### config.mk
export PLATFORM = sky130hd
export DESIGN_NAME = gcbdf_isqrt
export DESIGN_NICKNAME = d
export VERILOG_FILES = /design/src/gcbdf_pkg.sv /design/src/gcbdf_isqrt.sv
export VERILOG_INCLUDE_DIRS = /design/src /design/src/src
export SDC_FILE = /design/constraint.sdc
export NUM_CORES = 1
export LEC_CHECK = 0
export BUFFER_PORTS_ARGS = -buffer_cell sky130_fd_sc_hd__buf_4
export CAP_MARGIN = 20
export CORE_MARGIN = 4
export CORE_UTILIZATION = 30
export DETAILED_ROUTE_END_ITERATION = 8
export GPL_TIMING_DRIVEN = 0
export PLACE_DENSITY = 0.58
export SLEW_MARGIN = 20
export SYNTH_ARGS = -nofsm -noshare
export SYNTH_HDL_FRONTEND = slang
export SYNTH_SLANG_ARGS = --single-unit
### constraint.sdc
create_clock -name aclk -period 4.72 [get_ports aclk]
set_input_delay 0.944 -clock aclk [delete_from_list [all_inputs] [get_ports aclk]]
set_output_delay 0.944 -clock aclk [all_outputs]
set_load 0.01 [all_outputs]
### src/grid_cylinder_box_distance_field_defines.svh
// Assertion helpers for the distance field block.
// Both forms sample on aclk and are off while aresetn is low.
`ifndef GRID_CYLINDER_BOX_DISTANCE_FIELD_DEFINES_SVH
`define GRID_CYLINDER_BOX_DISTANCE_FIELD_DEFINES_SVH
`ifndef SYNTHESIS
`define GCBDF_ASSERT_IMPL(name, ante, cons) \
    name: assert property (@(posedge aclk) disable iff (!aresetn) (ante) |-> (cons)) \
        else $error("gcbdf: check failed");
`define GCBDF_ASSERT_NEXT(name, ante, cons) \
    name: assert property (@(posedge aclk) disable iff (!aresetn) (ante) |=> (cons)) \
        else $error("gcbdf: check failed");
`else
`define GCBDF_ASSERT_IMPL(name, ante, cons)
`define GCBDF_ASSERT_NEXT(name, ante, cons)
`endif
`endif

### src/gcbdf_pkg.sv
package gcbdf_pkg;

    // grid and number format
    localparam int GRID_COLS  = 64;
    localparam int GRID_ROWS  = 64;
    localparam int MAX_LOOKUP = 2;
    localparam int FRAC_BITS  = 8;

    localparam int COL_W      = $clog2(GRID_COLS);
    localparam int ROW_W      = $clog2(GRID_ROWS);
    localparam int GRID_MAX   = (GRID_COLS > GRID_ROWS) ? GRID_COLS : GRID_ROWS;
    localparam int GRID_CNT_W = $clog2(GRID_MAX + 1);
    localparam int CLR_W      = $clog2(GRID_ROWS + 1);

    // field widths
    localparam int KIND_W   = 1;
    localparam int NCOL_W   = 6;
    localparam int NROW_W   = 6;
    localparam int PT_W     = 20;
    localparam int DIST_W   = 21;
    localparam int RAD_W    = 10;
    localparam int H_W      = 16;
    localparam int CELL_W   = 16;
    localparam int USE_W    = 7;

    // input tdata layout
    localparam int COL_LSB     = 0;
    localparam int ROW_LSB     = COL_LSB + NCOL_W;
    localparam int ON_BIT      = ROW_LSB + NROW_W;
    localparam int PX_LSB      = ON_BIT + 1;
    localparam int PY_LSB      = PX_LSB + PT_W;
    localparam int PZ_LSB      = PY_LSB + PT_W;
    localparam int IN_FIELDS_W = PZ_LSB + PT_W;
    localparam int IN_TDATA_W  = ((IN_FIELDS_W + 7) / 8) * 8;
    localparam int OUT_TDATA_W = ((DIST_W + 7) / 8) * 8;

    // datapath widths
    localparam int IX_W     = PT_W - FRAC_BITS;
    localparam int NX_W     = IX_W + 1;
    localparam int LOOK_W   = $clog2(MAX_LOOKUP + 1);
    localparam int DX_W     = LOOK_W + 1;
    localparam int E_W      = FRAC_BITS + LOOK_W + 2;
    localparam int MAG_W    = E_W - 1;
    localparam int SQ_W     = 2 * E_W;
    localparam int ROOT_W   = E_W;
    localparam int STEP_W   = $clog2(ROOT_W + 1);
    localparam int BEST_W   = PT_W + 2;
    localparam int RAD_UP_W = RAD_W + 1;
    localparam int CEIL_W   = RAD_UP_W - FRAC_BITS;

    localparam int ONE_FIX  = 1 << FRAC_BITS;
    localparam int HALF_FIX = 1 << (FRAC_BITS - 1);

    localparam logic signed [BEST_W-1:0] DIST_MAX_B = BEST_W'((1 << (DIST_W - 1)) - 1);
    localparam logic signed [BEST_W-1:0] DIST_MIN_B = -BEST_W'(1 << (DIST_W - 1));

    // APB
    localparam int NUM_REGS  = 5;
    localparam int PADDR_W   = $clog2(NUM_REGS * 4);
    localparam int REG_IDX_W = PADDR_W - 2;
    localparam int PDATA_W   = 32;

    localparam logic [RAD_W-1:0]  RAD_RST  = RAD_W'(256);
    localparam logic [H_W-1:0]    H_RST    = H_W'(256);
    localparam logic [CELL_W-1:0] CELL_RST = CELL_W'(64);
    localparam logic [USE_W-1:0]  USE_RST  = '0;

    typedef enum logic [REG_IDX_W-1:0] {
        REG_NODE_RADIUS = 3'd0,
        REG_SLAB_HEIGHT = 3'd1,
        REG_CELL_SIZE   = 3'd2,
        REG_COLS_IN_USE = 3'd3,
        REG_ROWS_IN_USE = 3'd4
    } reg_idx_t;

    typedef enum logic [KIND_W-1:0] {
        KIND_LOAD = 1'b0,
        KIND_EVAL = 1'b1
    } kind_t;

    typedef enum logic [2:0] {
        ST_IDLE,
        ST_ADDR,
        ST_TEST,
        ST_SQR,
        ST_ROOT,
        ST_DONE
    } seq_state_t;

    typedef struct packed {
        logic [RAD_W-1:0]  node_radius;
        logic [H_W-1:0]    slab_height;
        logic [CELL_W-1:0] cell_size;
        logic [USE_W-1:0]  columns_in_use;
        logic [USE_W-1:0]  rows_in_use;
    } cfg_t;

    typedef struct packed {
        logic             en;
        logic [ROW_W-1:0] row;
        logic [COL_W-1:0] col;
        logic             value;
    } ram_wr_t;

    typedef struct packed {
        logic            start;
        logic [SQ_W-1:0] radicand;
    } sqrt_req_t;

    typedef struct packed {
        logic              done;
        logic [ROOT_W-1:0] root;
    } sqrt_rsp_t;

    typedef struct packed {
        logic              valid;
        logic [DIST_W-1:0] distance;
    } result_t;

endpackage

### src/gcbdf_isqrt.sv
`include "grid_cylinder_box_distance_field_defines.svh"

module gcbdf_isqrt import gcbdf_pkg::*; (
    input  logic      aclk,
    input  logic      aresetn,
    input  sqrt_req_t req,
    output sqrt_rsp_t rsp
);

    // restoring square root, one result bit per cycle
    logic [SQ_W-1:0]   rem_reg;
    logic [SQ_W-1:0]   res_reg;
    logic [SQ_W-1:0]   bit_reg;
    logic [STEP_W-1:0] cnt_reg;
    logic              busy_reg;
    logic              done_reg;
    logic [SQ_W-1:0]   trial;
    logic              take;

    assign trial    = res_reg + bit_reg;
    assign take     = (rem_reg >= trial);
    assign rsp.done = done_reg;
    assign rsp.root = res_reg[ROOT_W-1:0];

    always_ff @(posedge aclk) begin
        if (!aresetn) begin
            busy_reg <= 1'b0;
            done_reg <= 1'b0;
            cnt_reg  <= '0;
        end else if (req.start) begin
            busy_reg <= 1'b1;
            done_reg <= 1'b0;
            cnt_reg  <= STEP_W'(ROOT_W);
        end else if (busy_reg) begin
            cnt_reg <= cnt_reg - 1'b1;
            if (cnt_reg == STEP_W'(1)) begin
                busy_reg <= 1'b0;
                done_reg <= 1'b1;
            end
        end else begin
            done_reg <= 1'b0;
        end
    end

    always_ff @(posedge aclk) begin
        if (req.start) begin
            rem_reg <= req.radicand;
            res_reg <= '0;
            bit_reg <= SQ_W'(1) << (SQ_W - 2);
        end else if (busy_reg) begin
            if (take) begin
                rem_reg <= rem_reg - trial;
                res_reg <= (res_reg >> 1) + bit_reg;
            end else begin
                res_reg <= res_reg >> 1;
            end
            bit_reg <= bit_reg >> 2;
        end
    end

    `GCBDF_ASSERT_NEXT(a_done_single, done_reg, !done_reg)
    `GCBDF_ASSERT_IMPL(a_busy_count, busy_reg, cnt_reg != '0)

endmodule

* Word-level counts from Yosys, hierarchy flattened
Index checks and enable logic that the tools add are counted.
** Storage, ports and cells
- Flip-flop bits (word level) :: 66
- Input port bits :: 27
- Output and inout port bits :: 13
- Logic and storage cells :: 29
** Cells by class
- $add $sub $neg :: 4
- Magnitude comparators :: 1
- Equal/unequal tests :: 1
- Mux-type cells :: 9
- Bitwise operators :: 2
- Reductions and logical operators :: 5
** Operators with widths (count)
- $mux 24 :: 4
- $add 23x23->24 :: 1
- $add 24x23->24 :: 1
- $ge 24x24->1 :: 1
- $sub 24x24->24 :: 1
- $mux 4 :: 2
- $eq 4x1->1 const B :: 1
- $reduce_bool 2->1 :: 2
- $sub 4x1->4 const B :: 1
- $mux 1 :: 3
- $reduce_or 3->1 :: 1
- $not 1->1 :: 2
- $reduce_and 2->1 :: 1
- $reduce_or 2->1 :: 1

* Depth between registers and ports, before layout
- Word-level depth :: 5
- Mapped depth :: 19
- Depth with buffers taken out :: 17

* Worst setup path after synthesis
OpenSTA, ideal clock, no wires.
- Path type :: flip-flop to flip-flop
- From :: reg res_reg[2]
- To :: reg rem_reg[0] (enable)
- Setup time :: 408 ps
- Arrival :: 4702 ps
- Data required time :: 4312 ps
- Path slack :: -390 ps
- Stages on the path, launching flop included :: 18
- Path buffers :: 2
- Period minus slack after synthesis :: 5110 ps
- Cells stage by stage :: dfxtp_1 ha_1 a31oi_1 nand2_1 a41o_1 a21o_1 a221o_1 a21oi_1 xor2_1 ha_1 nand2_1 nor2_1 and3_1 o211ai_2 and3_1 buf_6 buf_2 o21ai_1
** On the way
- Cells in the longest elaborated chain, start to end :: 4
** RTL lines
- start, declared :: line gcbdf_isqrt.sv:12 : logic [SQ_W-1:0] res_reg;
- start signal, assigned :: line gcbdf_isqrt.sv:53 : res_reg <= (res_reg >> 1) + bit_reg;
- start signal, assigned :: line gcbdf_isqrt.sv:55 : res_reg <= res_reg >> 1;
- $add 24x23->24 :: line gcbdf_isqrt.sv:20 : assign trial = res_reg + bit_reg;
- $ge 24x24->1 :: line gcbdf_isqrt.sv:21 : assign take = (rem_reg >= trial);
- $reduce_bool 2->1 (no line)
- $reduce_and 2->1 (no line)
- end signal, assigned :: line gcbdf_isqrt.sv:47 : rem_reg <= req.radicand;
- end signal, assigned :: line gcbdf_isqrt.sv:52 : rem_reg <= rem_reg - trial;
- end, declared :: line gcbdf_isqrt.sv:11 : logic [SQ_W-1:0] rem_reg;
No other way between the ends.
A chain may end at the register's enable or synchronous reset.

* Final worst setup path
- From :: reg res_reg[2]
- To :: reg rem_reg[16] (enable)
The elaborated chain is that of the path after synthesis.

==> metrics.txt <==
hold path depth 2; area share of and/or/nand/nor cells after synthesis 17.6%; Seq pwr share 27.0%; drt pass-1 iters 4; synthesized flop and latch total 66; Sw Ratio 40.1%; GRT busiest layer met2; Synth Area in Compound Gates 25.9%; n_diodes 0; power per cell area 452 mW/mm^2; Area Growth Syn to Fin 19.9%; Die H 143 um; TritonCTS Buffers 9; CTS tree done; # rows 49; first-pass GRT wire length 25.9 mm; fillers 1,886; final-stage net count 798; largest fanout on the critical path 12; Die Width 143 um; DP HPWL 12.1 mm; Initial Utilization 30.5%; CTS Sinks 66; cells along the critical path ha_4 -> a31oi_4 -> nand2_1 -> a41o_1 -> a21o_1 -> a221o_1 -> a21oi_1 -> xor2_1 -> ha_2 -> a21oi_2 -> o21ai_1 -> a221o_1 -> a21oi_4 -> and3_1 -> buf_6 -> buf_8 -> o21ai_4 -> buf_12; Via density 5.46; Clock Tree Buf Depth 2; Cell variety after synth 64; setup ws final 0.182 ns; CP Class reg2reg; Crit. End Element flop; worst vdd ir 187 uV; met3 Usage GRT 3.33%; synth warn 0; routing usage on met2 26.0%; Syn Area/Cell 8.36 sq um; Seq/Total Area, Yosys 28.4%; wire per inst 17.3 um; Final min period 4.54 ns; initial antenna violation count 0; outcome complete, no violations; Layout Skew 0.00844 ns; Cells after Synth 658; largest family of logic cells by synthesized area compound AO/OA/AOI/OAI gates; Post-Syn Area 0.00550 sq mm; ANT nets after route 0; overall routing resource usage 16.0%; Reg2Reg Setup Slack 0.18 ns; die area 0.0206 sq mm; Mapped Nets 738; vias in the first global route 4,829; worst-margin pin slew 0.973 ns; LEAKAGE 2.57 nW; DRC violations left 0; EDFF count, synth 24; largest net degree at the start of global routing 13; Largest stage delay, worst path 0.41 ns; pre-CTS setup slack -0.719 ns; Detailed Route Iter0 Violations 318; most frequent cells in the layout nand2_1 (68), buf_4 (60), nor2_1 (51); io pins 40; final slew viol count 0; Design Area, Final 0.00660 sq mm; Synth Area in Adders 12.2%; Max H-tree Level 3; Worst EP arrival 4.64 ns; xor/xnor share of the synthesized area 8.12%; most common cell after layout, fill and taps aside nand2_1; Root Buffer clkbuf_16; layout cells sized above 1 15.4%; combinational fraction of design power 48.6%; clock power share 24.4%; CP most frequent cell a221o_1; mux contribution to synthesized area 3.14%; CP Launch Type flop; achievable frequency 0.220 GHz; asr flop ratio synth 0%; prevailing post-synth register cell dfxtp_1; fin util 36.6%; clk slew on worst S/H paths 0.06 ns; CP max-delay cell a221o_1; NetSw 1.19 mW; IO Port Bufs 38; placed cell area 0.00608 sq mm; RD Place Congestion 0.903; P_int 1.79 mW; grt total ovfl 0; Worst Path Required 4.83 ns; Worst-Skew Late Latency 0.35 ns; post-route setup TNS 0 ns; Max transition margin 35.1%; core area 0.0180 sq mm; grt met1 use 21.9%; Post-CTS Hold Buffers 0; Hold Violations, Final 0; Max-Cap Viols 0; Vias 5,202; Reg2Reg Depth 18; Final Routed Wirelength 16.5 mm; Final Cycle Share 96.1%; total power draw 2.98 mW; Final Setup Violations 0; min-delay worst type reg2reg
[metrics by stage]
stage / hold WS, ns / instances
after floorplan: 0.468 / 658
after global placement: 0.484 / 925
after detailed placement: 0.502 / 925
after CTS: 0.510 / 947
after global routing: 0.542 / 952
final: 0.514 / 952
[cell usage after synthesis (all sizes together), types with 4 or more instances]
| cell | number | share of area (%) |
|---|---|---|
| edfxtp | 24 | 13 |
| a211oi | 7 | 0.96 |
| o31ai | 8 | 1.6 |
| o21ai | 52 | 4.7 |
| o311a | 5 | 0.91 |
| a21o | 15 | 2.0 |
| nand2b | 4 | 0.45 |
| mux2i | 15 | 2.7 |
| buf | 21 | 2.5 |
| nand3 | 17 | 1.5 |
| a311oi | 9 | 1.4 |
| nor3 | 6 | 0.64 |
| dfxtp | 42 | 15 |
| a21oi | 51 | 4.8 |
| nand2 | 70 | 4.9 |
| xnor2 | 29 | 4.6 |
| a31oi | 24 | 2.7 |
| or3 | 9 | 1.0 |
| inv | 12 | 0.82 |
| nor2 | 52 | 3.5 |
| o21bai | 7 | 0.96 |
| clkbuf | 20 | 1.4 |
| nand4 | 13 | 1.5 |
| and3 | 8 | 0.91 |
| nor2b | 11 | 1.3 |
| xor2 | 22 | 3.5 |
| ha | 52 | 12 |
| o311ai | 8 | 1.3 |
| o21a | 5 | 0.68 |
[worst paths after layout]
check / end / startpoint
setup / recovery: rem_reg[16]$_DFFE_PP_ / res_reg[2]$_SDFFE_PP0P_
setup reg to reg: rem_reg[16]$_DFFE_PP_ / res_reg[2]$_SDFFE_PP0P_
hold / removal: cnt_reg[1]$_SDFFE_PP0P_ / cnt_reg[1]$_SDFFE_PP0P_
hold reg to reg: cnt_reg[1]$_SDFFE_PP0P_ / cnt_reg[1]$_SDFFE_PP0P_
[cell type report]
class / instances / area (sq um) / area share (%)
clock inverter: 4 / 47.5 / 0.721
multi-input combinational: 540 / 3770 / 57.2
tap: 229 / 287 / 4.34
buffer: 41 / 230 / 3.49
timing repair buffer: 48 / 373 / 5.65
sequential: 66 / 1570 / 23.8
clock buffer: 12 / 268 / 4.06
inverter: 12 / 45.0 / 0.683
[critical path: cells and delay by family (launching register included)]
| family | cells | cell delay (ns) |
|---|---|---|
| XOR/XNOR | 1 | 0.24 |
| buffers and inverters | 3 | 0.53 |
| flip-flops | 1 | 0.37 |
| AND/OR/NAND/NOR | 2 | 0.30 |
| adder cells (fa/ha/maj) | 2 | 0.61 |
| AO/OA/AOI/OAI | 10 | 2.25 |
[repair_timing]
item,in CTS,in global routing
buffers inserted,5,5
pin swaps,3,9
gates cloned,1,0
gates resized for setup,10,15
setup endpoints to repair,44,44
[per-layer routing]
layer  up-vias  share of wire [%]
met2       124                 47
met5         -                  0
li1       2570                  -
met4         0                1.2
met1      2493                 47
met3        15                4.8
[kinds of logic after synthesis]
family | Yosys count
AOI/OAI and AO/OA | 214
xor gates and xnor gates | 51
adders and majority gates | 53
buffers and inverters | 53
DFF | 66
muxes | 17
and+or+nand+nor | 204
[power groups by stage]
stage          logic (mW)  registers [mW]  clock network (mW)
5_1_grt              1.60           0.819               0.762
3_5_place_dp         1.35           0.816                   0
2_1_floorplan        1.04           0.786                   0
3_3_place_gp         1.34           0.816                   0
4_1_cts              1.41           0.805               0.739
6_report             1.45           0.806               0.726
Power figures use the tool's default switching activity.
