--- src/grid_cylinder_box_distance_field_defines.svh ---
// Assertion helpers for the distance field block.
// Both forms sample on aclk and are off while aresetn is low.
`ifndef GRID_CYLINDER_BOX_DISTANCE_FIELD_DEFINES_SVH
`define GRID_CYLINDER_BOX_DISTANCE_FIELD_DEFINES_SVH
`ifndef SYNTHESIS
`define GCBDF_ASSERT_IMPL(name, ante, cons) \
    name: assert property (@(posedge aclk) disable iff (!aresetn) (ante) |-> (cons)) \
        else $error("gcbdf: check failed");
`define GCBDF_ASSERT_NEXT(name, ante, cons) \
    name: assert property (@(posedge aclk) disable iff (!aresetn) (ante) |=> (cons)) \
        else $error("gcbdf: check failed");
`else
`define GCBDF_ASSERT_IMPL(name, ante, cons)
`define GCBDF_ASSERT_NEXT(name, ante, cons)
`endif
`endif

--- src/gcbdf_pkg.sv ---
package gcbdf_pkg;

    // grid and number format
    localparam int GRID_COLS  = 64;
    localparam int GRID_ROWS  = 64;
    localparam int MAX_LOOKUP = 2;
    localparam int FRAC_BITS  = 8;

    localparam int COL_W      = $clog2(GRID_COLS);
    localparam int ROW_W      = $clog2(GRID_ROWS);
    localparam int GRID_MAX   = (GRID_COLS > GRID_ROWS) ? GRID_COLS : GRID_ROWS;
    localparam int GRID_CNT_W = $clog2(GRID_MAX + 1);
    localparam int CLR_W      = $clog2(GRID_ROWS + 1);

    // field widths
    localparam int KIND_W   = 1;
    localparam int NCOL_W   = 6;
    localparam int NROW_W   = 6;
    localparam int PT_W     = 20;
    localparam int DIST_W   = 21;
    localparam int RAD_W    = 10;
    localparam int H_W      = 16;
    localparam int CELL_W   = 16;
    localparam int USE_W    = 7;

    // input tdata layout
    localparam int COL_LSB     = 0;
    localparam int ROW_LSB     = COL_LSB + NCOL_W;
    localparam int ON_BIT      = ROW_LSB + NROW_W;
    localparam int PX_LSB      = ON_BIT + 1;
    localparam int PY_LSB      = PX_LSB + PT_W;
    localparam int PZ_LSB      = PY_LSB + PT_W;
    localparam int IN_FIELDS_W = PZ_LSB + PT_W;
    localparam int IN_TDATA_W  = ((IN_FIELDS_W + 7) / 8) * 8;
    localparam int OUT_TDATA_W = ((DIST_W + 7) / 8) * 8;

    // datapath widths
    localparam int IX_W     = PT_W - FRAC_BITS;
    localparam int NX_W     = IX_W + 1;
    localparam int LOOK_W   = $clog2(MAX_LOOKUP + 1);
    localparam int DX_W     = LOOK_W + 1;
    localparam int E_W      = FRAC_BITS + LOOK_W + 2;
    localparam int MAG_W    = E_W - 1;
    localparam int SQ_W     = 2 * E_W;
    localparam int ROOT_W   = E_W;
    localparam int STEP_W   = $clog2(ROOT_W + 1);
    localparam int BEST_W   = PT_W + 2;
    localparam int RAD_UP_W = RAD_W + 1;
    localparam int CEIL_W   = RAD_UP_W - FRAC_BITS;

    localparam int ONE_FIX  = 1 << FRAC_BITS;
    localparam int HALF_FIX = 1 << (FRAC_BITS - 1);

    localparam logic signed [BEST_W-1:0] DIST_MAX_B = BEST_W'((1 << (DIST_W - 1)) - 1);
    localparam logic signed [BEST_W-1:0] DIST_MIN_B = -BEST_W'(1 << (DIST_W - 1));

    // APB
    localparam int NUM_REGS  = 5;
    localparam int PADDR_W   = $clog2(NUM_REGS * 4);
    localparam int REG_IDX_W = PADDR_W - 2;
    localparam int PDATA_W   = 32;

    localparam logic [RAD_W-1:0]  RAD_RST  = RAD_W'(256);
    localparam logic [H_W-1:0]    H_RST    = H_W'(256);
    localparam logic [CELL_W-1:0] CELL_RST = CELL_W'(64);
    localparam logic [USE_W-1:0]  USE_RST  = '0;

    typedef enum logic [REG_IDX_W-1:0] {
        REG_NODE_RADIUS = 3'd0,
        REG_SLAB_HEIGHT = 3'd1,
        REG_CELL_SIZE   = 3'd2,
        REG_COLS_IN_USE = 3'd3,
        REG_ROWS_IN_USE = 3'd4
    } reg_idx_t;

    typedef enum logic [KIND_W-1:0] {
        KIND_LOAD = 1'b0,
        KIND_EVAL = 1'b1
    } kind_t;

    typedef enum logic [2:0] {
        ST_IDLE,
        ST_ADDR,
        ST_TEST,
        ST_SQR,
        ST_ROOT,
        ST_DONE
    } seq_state_t;

    typedef struct packed {
        logic [RAD_W-1:0]  node_radius;
        logic [H_W-1:0]    slab_height;
        logic [CELL_W-1:0] cell_size;
        logic [USE_W-1:0]  columns_in_use;
        logic [USE_W-1:0]  rows_in_use;
    } cfg_t;

    typedef struct packed {
        logic             en;
        logic [ROW_W-1:0] row;
        logic [COL_W-1:0] col;
        logic             value;
    } ram_wr_t;

    typedef struct packed {
        logic            start;
        logic [SQ_W-1:0] radicand;
    } sqrt_req_t;

    typedef struct packed {
        logic              done;
        logic [ROOT_W-1:0] root;
    } sqrt_rsp_t;

    typedef struct packed {
        logic              valid;
        logic [DIST_W-1:0] distance;
    } result_t;

endpackage

--- src/gcbdf_seq.sv ---
`include "grid_cylinder_box_distance_field_defines.svh"

module gcbdf_seq import gcbdf_pkg::*; (
    input  logic                  aclk,
    input  logic                  aresetn,
    input  cfg_t                  cfg,
    input  logic                  s_tvalid,
    output logic                  s_tready,
    input  logic [IN_TDATA_W-1:0] s_tdata,
    input  logic                  s_tuser,
    input  logic                  out_free,
    output result_t               result,
    output ram_wr_t               ram_wr,
    output logic [ROW_W-1:0]      ram_addr_a,
    output logic [ROW_W-1:0]      ram_addr_b,
    input  logic [GRID_COLS-1:0]  ram_data_a,
    input  logic [GRID_COLS-1:0]  ram_data_b,
    input  logic                  ram_clearing,
    output sqrt_req_t             sqrt_req,
    input  sqrt_rsp_t             sqrt_rsp
);

    seq_state_t                state_reg, state_next;
    logic [FRAC_BITS-1:0]      fx_reg, fx_next, fz_reg, fz_next;
    logic signed [IX_W-1:0]    ix_reg, ix_next, iz_reg, iz_next;
    logic signed [BEST_W-1:0]  qy_reg, qy_next, best_reg, best_next;
    logic [LOOK_W-1:0]         look_reg, look_next;
    logic signed [DX_W-1:0]    dx_reg, dx_next, dz_reg, dz_next;
    logic [GRID_CNT_W-1:0]     cols_reg, cols_next, rows_reg, rows_next;
    logic [2*MAG_W-1:0]        sqx_reg, sqx_next, sqz_reg, sqz_next;

    // input fields
    logic [NCOL_W-1:0]         in_col;
    logic [NROW_W-1:0]         in_row;
    logic                      in_on;
    logic signed [PT_W-1:0]    in_px, in_py, in_pz;
    logic                      load_in_grid;

    // capture-time values
    logic signed [BEST_W-1:0]  py_b, h_b;
    logic [RAD_UP_W-1:0]       rad_up;
    logic [CEIL_W-1:0]         look_ceil;
    logic [LOOK_W-1:0]         look_new;
    logic [GRID_CNT_W-1:0]     cols_sat, rows_sat;

    // window position
    logic signed [DX_W-1:0]    look_s;
    logic signed [NX_W-1:0]    nx, nz, cols_s, rows_s;
    logic [COL_W-1:0]          col0, col1;
    logic                      in_x, in_z, in_x1, in_z1;
    logic                      node_on, cell_full;
    logic signed [E_W-1:0]     ex, ez, qx, qz;
    logic [MAG_W-1:0]          mag_x, mag_z;
    logic signed [BEST_W-1:0]  box_t, radial, cyl_t;
    logic [DIST_W-1:0]         dist_sat;

    // step to next position
    logic signed [DX_W-1:0]    adv_dx, adv_dz;
    seq_state_t                adv_state;

    assign in_col = s_tdata[COL_LSB +: NCOL_W];
    assign in_row = s_tdata[ROW_LSB +: NROW_W];
    assign in_on  = s_tdata[ON_BIT];
    assign in_px  = s_tdata[PX_LSB +: PT_W];
    assign in_py  = s_tdata[PY_LSB +: PT_W];
    assign in_pz  = s_tdata[PZ_LSB +: PT_W];
    assign load_in_grid = (32'(in_col) < GRID_COLS) && (32'(in_row) < GRID_ROWS);

    // cap term: (|2y - H| - H) / 2 is y - H above mid height, -y below
    assign py_b = BEST_W'(in_py);
    assign h_b  = $signed(BEST_W'(cfg.slab_height));

    assign rad_up    = RAD_UP_W'(cfg.node_radius) + RAD_UP_W'(ONE_FIX - 1);
    assign look_ceil = rad_up[RAD_UP_W-1:FRAC_BITS];

    always_comb begin
        if (look_ceil == '0) begin
            look_new = LOOK_W'(1);
        end else if (32'(look_ceil) > MAX_LOOKUP) begin
            look_new = LOOK_W'(MAX_LOOKUP);
        end else begin
            look_new = LOOK_W'(look_ceil);
        end
        cols_sat = (32'(cfg.columns_in_use) > GRID_COLS) ? GRID_CNT_W'(GRID_COLS)
                                                        : GRID_CNT_W'(cfg.columns_in_use);
        rows_sat = (32'(cfg.rows_in_use) > GRID_ROWS) ? GRID_CNT_W'(GRID_ROWS)
                                                     : GRID_CNT_W'(cfg.rows_in_use);
        if (cols_sat <= GRID_CNT_W'(1) || rows_sat <= GRID_CNT_W'(1)) begin
            cols_sat = '0;
            rows_sat = '0;
        end
    end

    assign look_s = $signed({1'b0, look_reg});
    assign nx     = NX_W'(ix_reg) + NX_W'(dx_reg);
    assign nz     = NX_W'(iz_reg) + NX_W'(dz_reg);
    assign cols_s = $signed(NX_W'(cols_reg));
    assign rows_s = $signed(NX_W'(rows_reg));

    assign ram_addr_a = nz[ROW_W-1:0];
    assign ram_addr_b = nz[ROW_W-1:0] + 1'b1;
    assign col0       = nx[COL_W-1:0];
    assign col1       = col0 + 1'b1;

    assign in_x  = (nx >= 0) && (nx < cols_s);
    assign in_z  = (nz >= 0) && (nz < rows_s);
    assign in_x1 = (nx + NX_W'(1)) < cols_s;
    assign in_z1 = (nz + NX_W'(1)) < rows_s;

    assign node_on   = in_x && in_z && ram_data_a[col0];
    assign cell_full = in_x && in_z && in_x1 && in_z1 &&
                       ram_data_a[col0] && ram_data_a[col1] &&
                       ram_data_b[col0] && ram_data_b[col1];

    // offset from the node: fraction minus window step
    assign ex = $signed(E_W'(fx_reg)) - (E_W'(dx_reg) <<< FRAC_BITS);
    assign ez = $signed(E_W'(fz_reg)) - (E_W'(dz_reg) <<< FRAC_BITS);

    assign mag_x = ex[E_W-1] ? MAG_W'(-ex) : MAG_W'(ex);
    assign mag_z = ez[E_W-1] ? MAG_W'(-ez) : MAG_W'(ez);

    // box slab term over one cell
    assign qx = (ex >= $signed(E_W'(HALF_FIX))) ? ex - $signed(E_W'(ONE_FIX)) : -ex;
    assign qz = (ez >= $signed(E_W'(HALF_FIX))) ? ez - $signed(E_W'(ONE_FIX)) : -ez;

    always_comb begin
        box_t = qy_reg;
        if (BEST_W'(qx) > box_t) begin
            box_t = BEST_W'(qx);
        end
        if (BEST_W'(qz) > box_t) begin
            box_t = BEST_W'(qz);
        end
    end

    assign radial = $signed(BEST_W'(sqrt_rsp.root)) - $signed(BEST_W'(cfg.node_radius));
    assign cyl_t  = (radial > qy_reg) ? radial : qy_reg;

    always_comb begin
        if (best_reg > DIST_MAX_B) begin
            dist_sat = DIST_MAX_B[DIST_W-1:0];
        end else if (best_reg < DIST_MIN_B) begin
            dist_sat = DIST_MIN_B[DIST_W-1:0];
        end else begin
            dist_sat = best_reg[DIST_W-1:0];
        end
    end

    always_comb begin
        adv_dx    = dx_reg + DX_W'(1);
        adv_dz    = dz_reg;
        adv_state = ST_ADDR;
        if (dx_reg == look_s) begin
            adv_dx = -look_s;
            if (dz_reg == look_s) begin
                adv_state = ST_DONE;
            end else begin
                adv_dz = dz_reg + DX_W'(1);
            end
        end
    end

    always_comb begin
        state_next = state_reg;
        fx_next    = fx_reg;
        fz_next    = fz_reg;
        ix_next    = ix_reg;
        iz_next    = iz_reg;
        qy_next    = qy_reg;
        best_next  = best_reg;
        look_next  = look_reg;
        dx_next    = dx_reg;
        dz_next    = dz_reg;
        cols_next  = cols_reg;
        rows_next  = rows_reg;
        sqx_next   = sqx_reg;
        sqz_next   = sqz_reg;

        s_tready          = 1'b0;
        ram_wr            = '0;
        sqrt_req.start    = 1'b0;
        sqrt_req.radicand = SQ_W'(sqx_reg) + SQ_W'(sqz_reg);
        result.valid      = 1'b0;
        result.distance   = dist_sat;

        case (state_reg)
            ST_IDLE: begin
                s_tready = !ram_clearing;
                if (s_tvalid && !ram_clearing) begin
                    if (kind_t'(s_tuser) == KIND_LOAD) begin
                        ram_wr.en    = load_in_grid;
                        ram_wr.row   = ROW_W'(in_row);
                        ram_wr.col   = COL_W'(in_col);
                        ram_wr.value = in_on;
                    end else begin
                        fx_next   = in_px[FRAC_BITS-1:0];
                        fz_next   = in_pz[FRAC_BITS-1:0];
                        ix_next   = in_px[PT_W-1:FRAC_BITS];
                        iz_next   = in_pz[PT_W-1:FRAC_BITS];
                        qy_next   = ((py_b <<< 1) >= h_b) ? py_b - h_b : -py_b;
                        best_next = $signed(BEST_W'({cfg.cell_size, 1'b0}));
                        look_next = look_new;
                        dx_next   = -$signed({1'b0, look_new});
                        dz_next   = -$signed({1'b0, look_new});
                        cols_next = cols_sat;
                        rows_next = rows_sat;
                        state_next = ST_ADDR;
                    end
                end
            end
            ST_ADDR: begin
                state_next = ST_TEST;
            end
            ST_TEST: begin
                sqx_next = mag_x * mag_x;
                sqz_next = mag_z * mag_z;
                if (cell_full && box_t < best_reg) begin
                    best_next = box_t;
                end
                if (node_on) begin
                    state_next = ST_SQR;
                end else begin
                    dx_next    = adv_dx;
                    dz_next    = adv_dz;
                    state_next = adv_state;
                end
            end
            ST_SQR: begin
                sqrt_req.start = 1'b1;
                state_next     = ST_ROOT;
            end
            ST_ROOT: begin
                if (sqrt_rsp.done) begin
                    if (cyl_t < best_next) begin
                        best_next = cyl_t;
                    end
                    dx_next    = adv_dx;
                    dz_next    = adv_dz;
                    state_next = adv_state;
                end
            end
            ST_DONE: begin
                result.valid = 1'b1;
                if (out_free) begin
                    state_next = ST_IDLE;
                end
            end
            default: begin
                state_next = ST_IDLE;
            end
        endcase
    end

    always_ff @(posedge aclk) begin
        if (!aresetn) begin
            state_reg <= ST_IDLE;
        end else begin
            state_reg <= state_next;
        end
    end

    always_ff @(posedge aclk) begin
        fx_reg   <= fx_next;
        fz_reg   <= fz_next;
        ix_reg   <= ix_next;
        iz_reg   <= iz_next;
        qy_reg   <= qy_next;
        best_reg <= best_next;
        look_reg <= look_next;
        dx_reg   <= dx_next;
        dz_reg   <= dz_next;
        cols_reg <= cols_next;
        rows_reg <= rows_next;
        sqx_reg  <= sqx_next;
        sqz_reg  <= sqz_next;
    end

    `GCBDF_ASSERT_IMPL(a_root_in_wait, sqrt_rsp.done, state_reg == ST_ROOT)
    `GCBDF_ASSERT_IMPL(a_step_in_window, state_reg == ST_TEST, dx_reg <= look_s && dx_reg >= -look_s)
    `GCBDF_ASSERT_IMPL(a_result_after_scan, result.valid, dz_reg == look_s && dx_reg == -look_s)

endmodule

--- config.mk ---
export PLATFORM = sky130hd
export DESIGN_NAME = gcbdf_seq
export DESIGN_NICKNAME = d
export VERILOG_FILES = /design/src/gcbdf_pkg.sv /design/src/gcbdf_seq.sv
export VERILOG_INCLUDE_DIRS = /design/src /design/src/src
export SDC_FILE = /design/constraint.sdc
export NUM_CORES = 1
export LEC_CHECK = 0
export ABC_AREA = 0
export ABC_CLOCK_PERIOD_IN_PS = 18550
export BUFFER_PORTS_ARGS = -buffer_cell sky130_fd_sc_hd__buf_2
export CAP_MARGIN = 10
export CORE_ASPECT_RATIO = 1.4
export CORE_MARGIN = 1
export CORE_UTILIZATION = 55
export CTS_BUF_LIST = sky130_fd_sc_hd__clkbuf_4 sky130_fd_sc_hd__clkbuf_8
export CTS_CLUSTER_SIZE = 20
export DETAILED_ROUTE_END_ITERATION = 8
export GPL_ROUTABILITY_DRIVEN = 0
export PLACE_DENSITY = 0.78
export SLEW_MARGIN = 10
export SYNTH_ARGS = -nofsm -noshare
export SYNTH_HDL_FRONTEND = slang
export SYNTH_SLANG_ARGS = --single-unit
--- constraint.sdc ---
create_clock -name aclk -period 18.55 [get_ports aclk]
set_input_delay 2.7825 -clock aclk [delete_from_list [all_inputs] [get_ports aclk]]
set_output_delay 2.7825 -clock aclk [all_outputs]
set_load 0.05 [all_outputs]
---- Word-level counts from Yosys, hierarchy flattened ----
Cells that the tools add are included.
word-level totals
  register bits ........................... 153
  output and inout bits ................... 74
operators by class
  $lt $le $gt $ge ......................... 23
  reductions and logical operators ........ 21
  multipliers ............................. 2
  add/sub/neg operators ................... 21
  equality and inequality tests ........... 14
  muxes and demuxes ....................... 53
operators with widths
  operator                                                             number
  two-way mux 22 bit                                                   9
  one-hot mux 22 bit (3 select lines)                                  1
  less-than comparator 13 x 8 -> 1 bit                                 4
  two-way mux 3 bit                                                    16
  > comparator 12 x 22 -> 1 bit                                        2
  less-than comparator 22 bit                                          2
  multiplier 11 x 11 -> 22 bit                                         2
  two-way mux 14 bit                                                   3
  two-way mux 21 bit                                                   2
  adder 12 x 3 -> 13 bit                                               2
  adder 13 x 2 -> 13 bit (second input constant)                       2
  greater-or-equal comparator 13 x 1 -> 1 bit (second input constant)  2
  binary-select mux 1 bit (select 6 bit)                               4
  greater-or-equal comparator 12 x 9 -> 1 bit (second input constant)  2
  two-way mux 12 bit                                                   2
  negator 12 bit                                                       2
  subtractor 12 x 10 -> 12 bit (second input constant)                 2
  subtractor 9 x 11 -> 12 bit                                          2
  adder 22 x 22 -> 23 bit                                              1
  > comparator 13 x 22 -> 1 bit                                        1
  > comparator 22 x 21 -> 1 bit (second input constant)                1
  less-than comparator 22 x 21 -> 1 bit (second input constant)        1
  two-way mux 11 bit                                                   2
  negator 20 -> 22 bit                                                 1
  30 further kinds                                                     66

---- Longest topological paths before layout ----
  word-level depth ........................ 13
  gate-level depth with buffers ........... 38
  depth with buffers taken out ............ 35

---- Least setup slack after synthesis ----
Ideal clock, no wire load.
  path type ............................... input -> register
  start point ............................. in sqrt_rsp[0] in the netlist's numbering
  end point ............................... reg best_reg[0] (enable)
  buffers on the path ..................... 1
  stages on the path ...................... 32
  setup slack ............................. 8599 ps
  data required time ...................... 18146 ps
  data arrival time ....................... 9547 ps
  setup time .............................. 404 ps
  cells stage by stage .................... inv_1 ha_1 inv_1 fa_1 a21o_1 a21oi_1 o21bai_1 a21oi_1 o21bai_1 a21oi_1 o21ai_0 nor3_1 ha_1 and3_1 nand4_1 or4_1 o221ai_1 o21ai_0 a21oi_1 buf_2 mux2_2 ha_1 a21o_1 a21o_1 a21o_1 a211oi_1 o21bai_1 a31oi_1 and3b_1 a211o_1 o211ai_1 o21ai_1
on the way
  cells in the longest elaborated chain, start to end .. 6
RTL lines
  what                               RTL line          source
  start: declaration                 gcbdf_seq.sv:20   input sqrt_rsp_t sqrt_rsp
  subtractor 12 x 10 -> 13 bit (*)   gcbdf_seq.sv:136  assign radial = $signed(BEST_W'(sqrt_rsp.root)) - $signed(BEST_W'(cfg.node_radius));
  > comparator 13 x 22 -> 1 bit      gcbdf_seq.sv:137  assign cyl_t = (radial > qy_reg) ? radial : qy_reg;
  two-way mux 22 bit (*)             gcbdf_seq.sv:137
  less-than comparator 22 bit (*)    gcbdf_seq.sv:234  if (cyl_t < best_next) begin
  != test 2 bit (no line) (*)        n/a
  AND reduction 6 bit (no line) (*)  n/a
  end signal: assignment             gcbdf_seq.sv:268  best_reg <= best_next;
  end: declaration                   gcbdf_seq.sv:26   logic signed [BEST_W-1:0] qy_reg, qy_next, best_reg, best_next;
Every way passes the cells marked *; elsewhere a longest branch is shown, timed or not.
A chain may end at the register's enable or synchronous reset.

---- Final worst setup path ----
  start point ............................. reg dx_reg[0]
  end point ............................... reg best_reg[2] (enable)
on the way
  cells in the longest elaborated chain, start to end .. 13
  elaborated cells between the ends (all ways) .. 35
  classes of those cells .................. 6 x add/sub; 7 x order compare; 1 x eq/ne; 11 x mux; 10 x reduce/logical
RTL lines
  what                                                                    RTL line          source
  start: declaration                                                      gcbdf_seq.sv:28   logic signed [DX_W-1:0] dx_reg, dx_next, dz_reg, dz_next;
  start signal: assignment                                                gcbdf_seq.sv:270  dx_reg <= dx_next;
  branches (longest 10 deep; another with > comparator 12 x 22 -> 1 bit)  n/a
  logical AND 1 bit (*)                                                   gcbdf_seq.sv:217  if (cell_full && box_t < best_reg) begin
  != test 2 bit (no line) (*)                                             n/a
  AND reduction 6 bit (no line) (*)                                       n/a
Mark *: on every way between the ends. The select of a mux whose other input is x is not followed.

==> flow_summary.yaml <==
status:
  outcome: "finished clean"
final_layout:
  fin_cells: 3466
  drive_above_1_share: 0.1747
  seq_area_um2: 4504
  nFillCells: 3586
  multi_input_area_um2: 17050
  utilization: 0.6220
  final_area_um2: 25610
  syn2layout_area_growth_pct: 11.53
  nets: 3646
floorplan:
  core_area_um2: 41180
  initial_core_util: 0.5577
  die_x_um: 174.7
  die_area_um2: 42590
  rows: 88
  pin_count: 357
  die_y_um: 243.8
setup_path:
  crit_path_end_kind: "flip-flop"
  slowest_stage: "o21ai_2"
  worstReg2RegEnd: "best_reg[2]$_DFFE_PP_"
  start_kind: "flip-flop"
  arrival_ns: 11.15
  reg2regPathDepth: 32
  timing.rr.start: "dx_reg[0]$_DFFE_PP_"
  required_ns: 18.68
  worstSetupPathType: "reg2reg"
  cpPeakStageDelay_ns: 0.91
  cp_max_fo: 23
  crit_top_cell: "o21ai_0"
  worstSetupStartpoint: "dx_reg[0]$_DFFE_PP_"
  r2r_setup_slack_ns: 7.52
global_routing:
  grtUsageMet1: 0.3494
  grt_use_total: 0.3093
  grt_max_degree: 79
  grt.busiest_layer: "met2"
  grt_pass1_wl_um: 105100
  grt_pass1_vias: 21196
  antenna_found_initial: 12
  use_met2: 0.5515
  grt_overflow: 0
  met3_usage: 0.04635
synth:
  synth_edf_count: 148
  synth_area_um2: 22970
  synthFlopType: "edfxtp_1"
  yosysWarnings: 0
  synth_cell_types: 96
  synthCells: 2594
  synth_async_sr_flop_share: 0
  yosys_register_bits: 151
  ys_seq_area_frac: 0.1961
  synth.avg_cell_area_um2: 8.853
route:
  dr_total_vias: 21119
  drt-vias-per-instance: 6.093
  wire_per_inst_um: 18.92
  drcViolationCount: 0
  final_antenna_net_count: 0
  drt_iter0_drc: 1709
  drt_first_pass_iters: 6
  drt_wl_total_um: 65590
place:
  dp_cells: 3421
  placed_area_um2: 25210
  portBuffers: 348
  post-dp-hpwl_um: 53910
sta:
  period_share: 0.5943
  hold_violations: 0
  setup_viol: 0
  slew_headroom: 0.1897
  slew_viol_final: 0
  skew_ns: 0.03268
  hold_slack_ns: 0.6904
  grt_setup_unrepaired: "no"
  period_needed_ns: 11.03
  final.setup.tns_ns: 0
  worst_pin_slew_ns: 1.206
  timing.fmax_ghz: 0.09070
hold_path:
  whs_path_depth: 1
  min_from: "fx_reg[1]$_DFFE_PP_"
  hold_end: "sqx_reg[2]$_DFFE_PP_"
  min_path_type: "reg2reg"
power_and_ir_drop:
  cellLeakagePower_nw: 12.30
  irDropWorstVdd_v: 0.00005106
  pwr_density_cell_nw_per_um2: 68.97
clock_tree:
  cts-htree-levels: 4
  cts_hold_buf: 0
  cts_tree: "built"
  insertion_delay_ns: 0.52
  clockBufferDepth: 2
  cts_setup_buffers: 0
  clk_pin_slew_ns: 0.09
  postCtsResizedCells: 0
  clock-sinks: 151
  cts.root.buffer_cell: "clkbuf_8"
  cts_inserted_buffers: 17
job:
  cap_violations: 0
per-stage QoR:
step / setup slack, ns / power [mW]
3_5_place_dp: 7.628 / 1.514
5_1_grt: 6.832 / 1.907
6_report: 7.525 / 1.767
3_3_place_gp: 7.892 / 1.477
2_1_floorplan: 8.599 / 1.266
4_1_cts: 7.577 / 1.765
cell type report:
| cell class | instances | share of cell area |
|---|---|---|
| multi-input combinational | 2069 | 0.6655 |
| clock buffer | 20 | 0.01001 |
| timing repair buffer | 368 | 0.07386 |
| clock inverter | 12 | 0.004152 |
| antenna | 13 | 0.001270 |
| inverter | 293 | 0.04294 |
| sequential | 151 | 0.1759 |
| tap | 540 | 0.02638 |
cells by family after synthesis:
group,share of synthesized area
AOI/OAI and AO/OA,0.1590
xor gates and xnor gates,0.06173
adders and majority gates,0.2952
buffers and inverters,0.06429
DFF,0.1961
muxes,0.05568
other,0.0001633
and+or+nand+nor,0.1678
cells in the mapped netlist (55+ instances only):
library cell	count	area [um2]
nand2_1	175	656.9
a21o_1	55	412.9
ha_1	333	4167
fa_1	130	2603
xnor2_1	101	884.6
clkbuf_1	63	236.5
a21oi_1	160	800.8
inv_1	288	1081
nor2_1	242	908.4
nand3_1	64	320.3
edfxtp_1	148	4444
o21ai_0	137	685.7
report_power, final:
part           switching, mW  internal, mW  total [mW]
logic                  0.628         0.455        1.08
clock network          0.146         0.101       0.248
registers            0.00982         0.426       0.436
total                  0.784         0.983        1.77
worst max-delay path by stage:
stage	slack (ns)	endpoint
global placement	7.89	best_reg[13]$_DFFE_PP_
CTS	7.58	best_reg[2]$_DFFE_PP_
detailed placement	7.63	best_reg[15]$_DFFE_PP_
floorplan	8.60	best_reg[0]$_DFFE_PP_
finish	7.52	best_reg[2]$_DFFE_PP_
global route	6.83	best_reg[2]$_DFFE_PP_
critical path, delay by kind of cell (launching register included):
| family | cells | cell delay [ns] |
|---|---|---|
| mux | 1 | 0.60 |
| compound gates | 15 | 4.99 |
| fa+ha+maj | 3 | 0.97 |
| flops | 1 | 0.60 |
| simple gates | 13 | 3.45 |
layer usage:
metal  up-vias  wire length [um]
met5         -                 0
met4         0              3735
met3       240              3801
met2       840             33240
met1     10173             24810
li1       9866                 -
layout by cell type (no fill, tap or decap), types with 16 or more instances in the layout:
cell type | synthesis | final
nand2_1 | 175 | 175
clkbuf_8 | 0 | 17
edfxtp_1 | 148 | 148
nand3_1 | 64 | 64
xor2_1 | 50 | 50
inv_1 | 288 | 288
o21a_1 | 16 | 16
and3_1 | 43 | 42
ha_1 | 333 | 332
or2_2 | 29 | 29
a21o_1 | 55 | 55
nand2b_1 | 37 | 37
nor4_1 | 16 | 16
a21oi_1 | 160 | 159
nand4_1 | 24 | 24
nor2b_1 | 26 | 26
o21ai_0 | 137 | 137
buf_2 | 12 | 348
mux2i_1 | 40 | 40
xnor2_1 | 101 | 100
buf_4 | 4 | 20
nor3_1 | 52 | 52
and2_1 | 30 | 30
mux4_2 | 32 | 32
or3_1 | 18 | 18
fa_1 | 130 | 129
nor2_1 | 242 | 241
a311oi_1 | 25 | 25
Power figures use the tool's default switching activity.
